**src/rtl/ugbi_div_lane.sv**
```systemverilog
`timescale 1ns / 1ps
// Pipelined restoring divider, one quotient bit per stage.
// Uses no package; instantiated per axis by the top level.
module ugbi_div_lane #(
	parameter int DW = 37,
	parameter int NQ = 22
) (
	input  logic          clk,
	input  logic          en,
	input  logic [DW-1:0] num,
	input  logic [DW-1:0] den,
	output logic [NQ-1:0] quo
);

	// num < den is required; quo = floor(num * 2^NQ / den)
	logic [DW-1:0] rem_p [1:NQ-1];
	logic [NQ-1:0] quo_p [1:NQ];

	assign quo = quo_p[NQ];

	for (genvar k = 0; k < NQ; k++) begin : g_stage
		logic [DW-1:0] rem_in;
		logic [NQ-1:0] quo_in;
		logic [DW:0]   dbl;
		logic [DW:0]   diff;
		logic          ge;
		if (k == 0) begin : g_head
			assign rem_in = num;
			assign quo_in = '0;
		end else begin : g_body
			assign rem_in = rem_p[k];
			assign quo_in = quo_p[k];
		end
		always_comb begin
			dbl  = {rem_in, 1'b0};
			diff = dbl - {1'b0, den};
			ge   = (dbl >= {1'b0, den});
		end
		always_ff @(posedge clk) begin
			if (en) begin
				quo_p[k+1] <= {quo_in[NQ-2:0], ge};
			end
		end
		if (k + 1 < NQ) begin : g_rem
			always_ff @(posedge clk) begin
				if (en) begin
					rem_p[k+1] <= ge ? diff[DW-1:0] : dbl[DW-1:0];
				end
			end
		end
	end

endmodule

```
**config.mk**
```make
export PLATFORM = sky130hd
export DESIGN_NAME = ugbi_div_lane
export DESIGN_NICKNAME = d
export VERILOG_FILES = /design/src/rtl/ugbi_div_lane.sv
export SDC_FILE = /design/constraint.sdc
export NUM_CORES = 2
export LEC_CHECK = 0
export BUFFER_PORTS_ARGS = -buffer_cell sky130_fd_sc_hd__buf_2
export CAP_MARGIN = 20
export CORE_UTILIZATION = 39
export DETAILED_ROUTE_END_ITERATION = 10
export PLACE_DENSITY = 0.59
export SLEW_MARGIN = 25
export SYNTH_ARGS = -nofsm -noshare
export SYNTH_HDL_FRONTEND = slang
export SYNTH_SLANG_ARGS = --single-unit
```
**constraint.sdc**
```tcl
create_clock -name clk -period 12.32 [get_ports clk]
set_input_delay 3.08 -clock clk [delete_from_list [all_inputs] [get_ports clk]]
set_output_delay 3.08 -clock clk [all_outputs]
set_load 0.01 [all_outputs]
```
# --- Word level (Yosys, flattened, before mapping) ---
# Memory sizes are Yosys's and may differ from the RTL's.
# Cells that the tools add are included.
word_totals:
  regBits: 0
  in_bits: 76
  mem_bits_rw: 1261
  output_inout_bits: 22
  mem_count: 2
  wordCells: 68
mem_list:
  columns: ["memory", "words", "width", "rd", "rd_ports_with_merged_regs", "wr", "line_no", "rtl"]
  rows:
  - ["rem_p", 21, 37, 21, 0, 21, "16", "logic [DW-1:0] rem_p [1:NQ-1];"]
  - ["quo_p", 22, 22, 22, 0, 22, "17", "logic [NQ-1:0] quo_p [1:NQ];"]
op_classes:
  add_sub_neg: 21
  mux: 23
  magnitude_cmp: 22
op_table:
  columns: ["op", "n"]
  rows:
  - [">= comparator 38 x 37 -> 1 bit", 22]
  - ["2-to-1 mux 37 bit", 21]
  - ["subtractor 37 bit", 21]
  - ["2-to-1 mux 1 bit", 2]

# --- Depth between registers and ports, before layout ---
# An unclocked memory read counts as a cell.
depth:
  depth_word: 3
  ltp_mapped: 16

# --- Worst setup path before layout ---
# Ideal clock, no wire load.
synth_path:
  kind: "input-to-reg"
  from: "input port den[9]"
  to: "register, netlist name rem_p[0][282]"
  path_slack_ns: 5.598
  path_stages: 16
  required_time_ns: 12.060
  setup_ns: 0.260
  arrival_time_ns: 6.462
  cell_sequence: "inv_1 ha_1 clkbuf_1 and3_1 a221oi_1 o21bai_1 a311oi_2 nand2b_1 o21ai_1 a211oi_1 o21ai_1 a21o_1 a211oi_2 buf_4 buf_6 mux2_2"
synth_lines:
  columns: ["element", "line_no", "rtl"]
  rows:
  - ["from (decl)", "11", "input logic [DW-1:0] den,"]

==> impl_metrics.ini <==
[clocking]
hold_buffer_count_at_cts = 0
cts_tree = built
tritoncts_num_sinks = 1030
cts_setup_buffers = 0
clkLatencyLatePin_ns = 0.80
cts-root-buf = sky130_fd_sc_hd__clkbuf_16
htree_num_levels = 4
cts-resized-gates = 0
numCtsBuffers = 133
clkSlewWorstSetupHoldPaths_ns = 0.06
ctsLongestPathBuffers = 3

[synth]
synthDistinctLibCells = 95
yosys_register_bits = 1030
ys.warnings.count = 0
synthesis.nets = 9070
ys_seq_area_share_pct = 38.7
summed_instance_area_of_the_synthesized_netlist_um2 = 80000
avgSynthCellArea_um2 = 9.80
post_synth_fa_ha_maj_area_fraction_pct = 13.2
dominant_combinational_cell_family_by_area_after_synthesis = compound AO/OA/AOI/OAI gates
synth_edf_count = 1030
yosys-mux-area-fraction_pct = 4.82
synthCells = 8160
async_flop_share_pct = 0
synth-simple-area-share_pct = 12.4
ys_dominant_reg_cell = sky130_fd_sc_hd__edfxtp_1
synth_compound_gate_area_share_pct = 20.9
synth-xor-area-share_pct = 7.27

[routing]
total_number_of_vias = 63928
firstDrtPassIters = 7
detail_route.iter0.violations = 5073
mean_number_of_vias_per_cell = 5.82
ant_nets = 0
post_detailed_route_drc_marker_count = 0
routed_wire_length_per_instance_um = 21.9
final_routed_wirelength_mm = 241

[worst_hold_path]
kind_of_path_behind_the_tightest_hold_check = reg -> reg
min-delay-start = quo_p[0][246]

[floorplan]
floorplan.initialDensity_pct = 39.4
placeableCoreArea_um2 = 203000
die-width_um = 455
design.portCount = 98
fp.dieArea_um2 = 207000
die_y_um = 455
num_rows = 165

[critical_path]
critPathLaunchType = input pin
setup.worst_path.end_class = flip-flop
worst_ep_required_time_ns = 12.85
worstPathMaxFanout = 21
critical_path.startpoint = den[1]
worstPathArrival_ns = 7.76
timing_worst_setup_path_type = in -> reg
regToRegStartpoint = rem_p[0][296]

[finish]
drive_gt1_share_pct = 9.19
fill_cells = 19362
synthToLayoutAreaGrowth_pct = 9.91
layout.nets = 9119
design_area_um2 = 87900

[placed_design]
finalWeightedCongestion = 0.928
detailed_placement_wirelength_estimate_mm = 171
place_area_um2 = 83500
numPortBuffers = 97

[status]
outcome = complete, no violations

[power_and_ir_drop]
internal_power_mw = 15.0
power.sequential.fraction_pct = 28.2
power_frac_comb_pct = 56.5
switching_power_mw = 11.1
sw_frac_of_total_pct = 42.5
powerDensity_nw_per_um2 = 296
worst_ir_drop_vdd_mv = 0.153
cellLeakagePower_nw = 35.4
power_frac_clock_pct = 15.2

[global_routing]
grtUsageTotal_pct = 22.8
grt_first_pass_wirelength_mm = 364
first_global_vias = 61386
grt_antenna_before_repair = 9
pin_count_of_the_biggest_net_entering_global_routing = 172
grt_overflow = 0

[timing]
worstMarginPinSlew_ns = 1.10
report.final.hold_viol_count = 0
rsz0062_at_grt = no
final_setup_fails = 0
min_period_ns = 7.23
tns_ns = 0
slew_headroom_pct = 26.6
post-route-period-util_pct = 58.6
achievable-frequency_ghz = 0.138
timing.clock.skew_ns = 0.0370
final_max_slew_viol_count = 0

[job]
max_cap_violations = 0
through the flow:
step           hold slack, ns  power (mW)  setup slack [ns]  utilization [%]  instances
6_report                0.412        26.0              5.09             43.3      10990
3_3_place_gp            0.400        21.8              4.38             41.1      10746
4_1_cts                 0.403        26.0              5.16             43.3      10986
5_1_grt                 0.420        27.9              4.74             43.3      10986
2_1_floorplan           0.400        18.1              5.60                -       8160
3_5_place_dp            0.405        21.9              4.32             41.2      10746
critical path: stages:
cell and delay (ns):
sky130_fd_sc_hd__buf_2 0.11, sky130_fd_sc_hd__buf_4 0.54, sky130_fd_sc_hd__inv_1 0.33, sky130_fd_sc_hd__buf_4 0.39, sky130_fd_sc_hd__ha_1 0.38, sky130_fd_sc_hd__nor2b_1 0.15
sky130_fd_sc_hd__o31ai_1 0.33, sky130_fd_sc_hd__a21oi_1 0.18, sky130_fd_sc_hd__o21ai_0 0.33, sky130_fd_sc_hd__a31oi_1 0.25, sky130_fd_sc_hd__a211oi_1 0.58, sky130_fd_sc_hd__o31a_1 0.26
sky130_fd_sc_hd__o221a_2 0.25, sky130_fd_sc_hd__o21ai_0 0.12, sky130_fd_sc_hd__xor2_1 0.16, sky130_fd_sc_hd__mux2_2 0.27
cells in the final DEF (no fill, tap or decap), types with 167 or more instances in the layout:
master,instances
sky130_fd_sc_hd__a21o_1,418
sky130_fd_sc_hd__a21oi_1,957
sky130_fd_sc_hd__edfxtp_1,1030
sky130_fd_sc_hd__ha_1,813
sky130_fd_sc_hd__inv_1,265
sky130_fd_sc_hd__mux2_2,270
sky130_fd_sc_hd__nand2_1,548
sky130_fd_sc_hd__nand3_1,167
sky130_fd_sc_hd__nor2_1,654
sky130_fd_sc_hd__o21ai_0,506
sky130_fd_sc_hd__xnor2_1,395
sky130_fd_sc_hd__xor2_1,269
routing by layer:
| layer | vias up | share of wire (%) | GRT usage (%) |
|---|---|---|---|
| met5 | - | 0.011 | 0 |
| met4 | 4 | 5.2 | 11.3 |
| met3 | 551 | 5.0 | 3.27 |
| met2 | 1823 | 47 | 38.2 |
| met1 | 30637 | 43 | 28.7 |
| li1 | 30913 | - | - |
cells by family after synthesis:
family	count (synthesis)
buffers and inverters	530
and+or+nand+nor	2095
xor gates and xnor gates	664
DFF	1030
AOI/OAI and AO/OA	2673
adders and majority gates	834
muxes	334
sequential cells by signal, indices dropped and copies added (netlist names):
signal and flops:
quo_p 253, rem_p 777
cell type report:
| type | count | area, um^2 | share of cell area, % |
|---|---|---|---|
| multi-input cells | 6600 | 47100 | 53.6 |
| flip-flops and latches | 1030 | 30900 | 35.2 |
| clock buffers | 162 | 3540 | 4.03 |
| well taps | 2672 | 3340 | 3.80 |
| repair buffers | 173 | 1120 | 1.27 |
| inverters | 271 | 1020 | 1.16 |
| clock inverters | 78 | 838 | 0.954 |
| diodes | 4 | 10.0 | 0.0114 |
final timing paths:
path / depth (start not counted) / to / slack, ns
max: 16 / rem_p[0][220] / 5.09
min: 0 / quo_p[0][269] / 0.41
max reg2reg: 12 / rem_p[0][356] / 7.75
min reg2reg: 0 / quo_p[0][269] / 0.41
Yosys cell counts, types with 124 or more instances:
cell type,n,area [um^2]
sky130_fd_sc_hd__nand2b_1,124,776
sky130_fd_sc_hd__o21bai_1,127,953
sky130_fd_sc_hd__xnor2_1,395,3460
sky130_fd_sc_hd__xor2_1,269,2360
sky130_fd_sc_hd__nand2_1,549,2060
sky130_fd_sc_hd__ha_1,813,10200
sky130_fd_sc_hd__clkbuf_1,188,706
sky130_fd_sc_hd__a21o_1,419,3150
sky130_fd_sc_hd__nor2_1,654,2450
sky130_fd_sc_hd__mux2_2,270,3040
sky130_fd_sc_hd__o21ai_0,506,2530
sky130_fd_sc_hd__nand4_1,133,832
sky130_fd_sc_hd__a21oi_1,958,4790
sky130_fd_sc_hd__nand3_1,167,836
sky130_fd_sc_hd__inv_1,270,1010
sky130_fd_sc_hd__edfxtp_1,1030,30900
power groups by stage:
stage | sequential [mW] | combinational, mW | clock [mW]
2_1_floorplan | 6.68 | 11.5 | 0
3_3_place_gp | 7.42 | 14.3 | 0
3_5_place_dp | 7.39 | 14.5 | 0
4_1_cts | 7.35 | 14.6 | 4.06
5_1_grt | 7.45 | 16.3 | 4.18
6_report | 7.35 | 14.7 | 3.96
No activity file was read; power rests on OpenSTA's default activity.
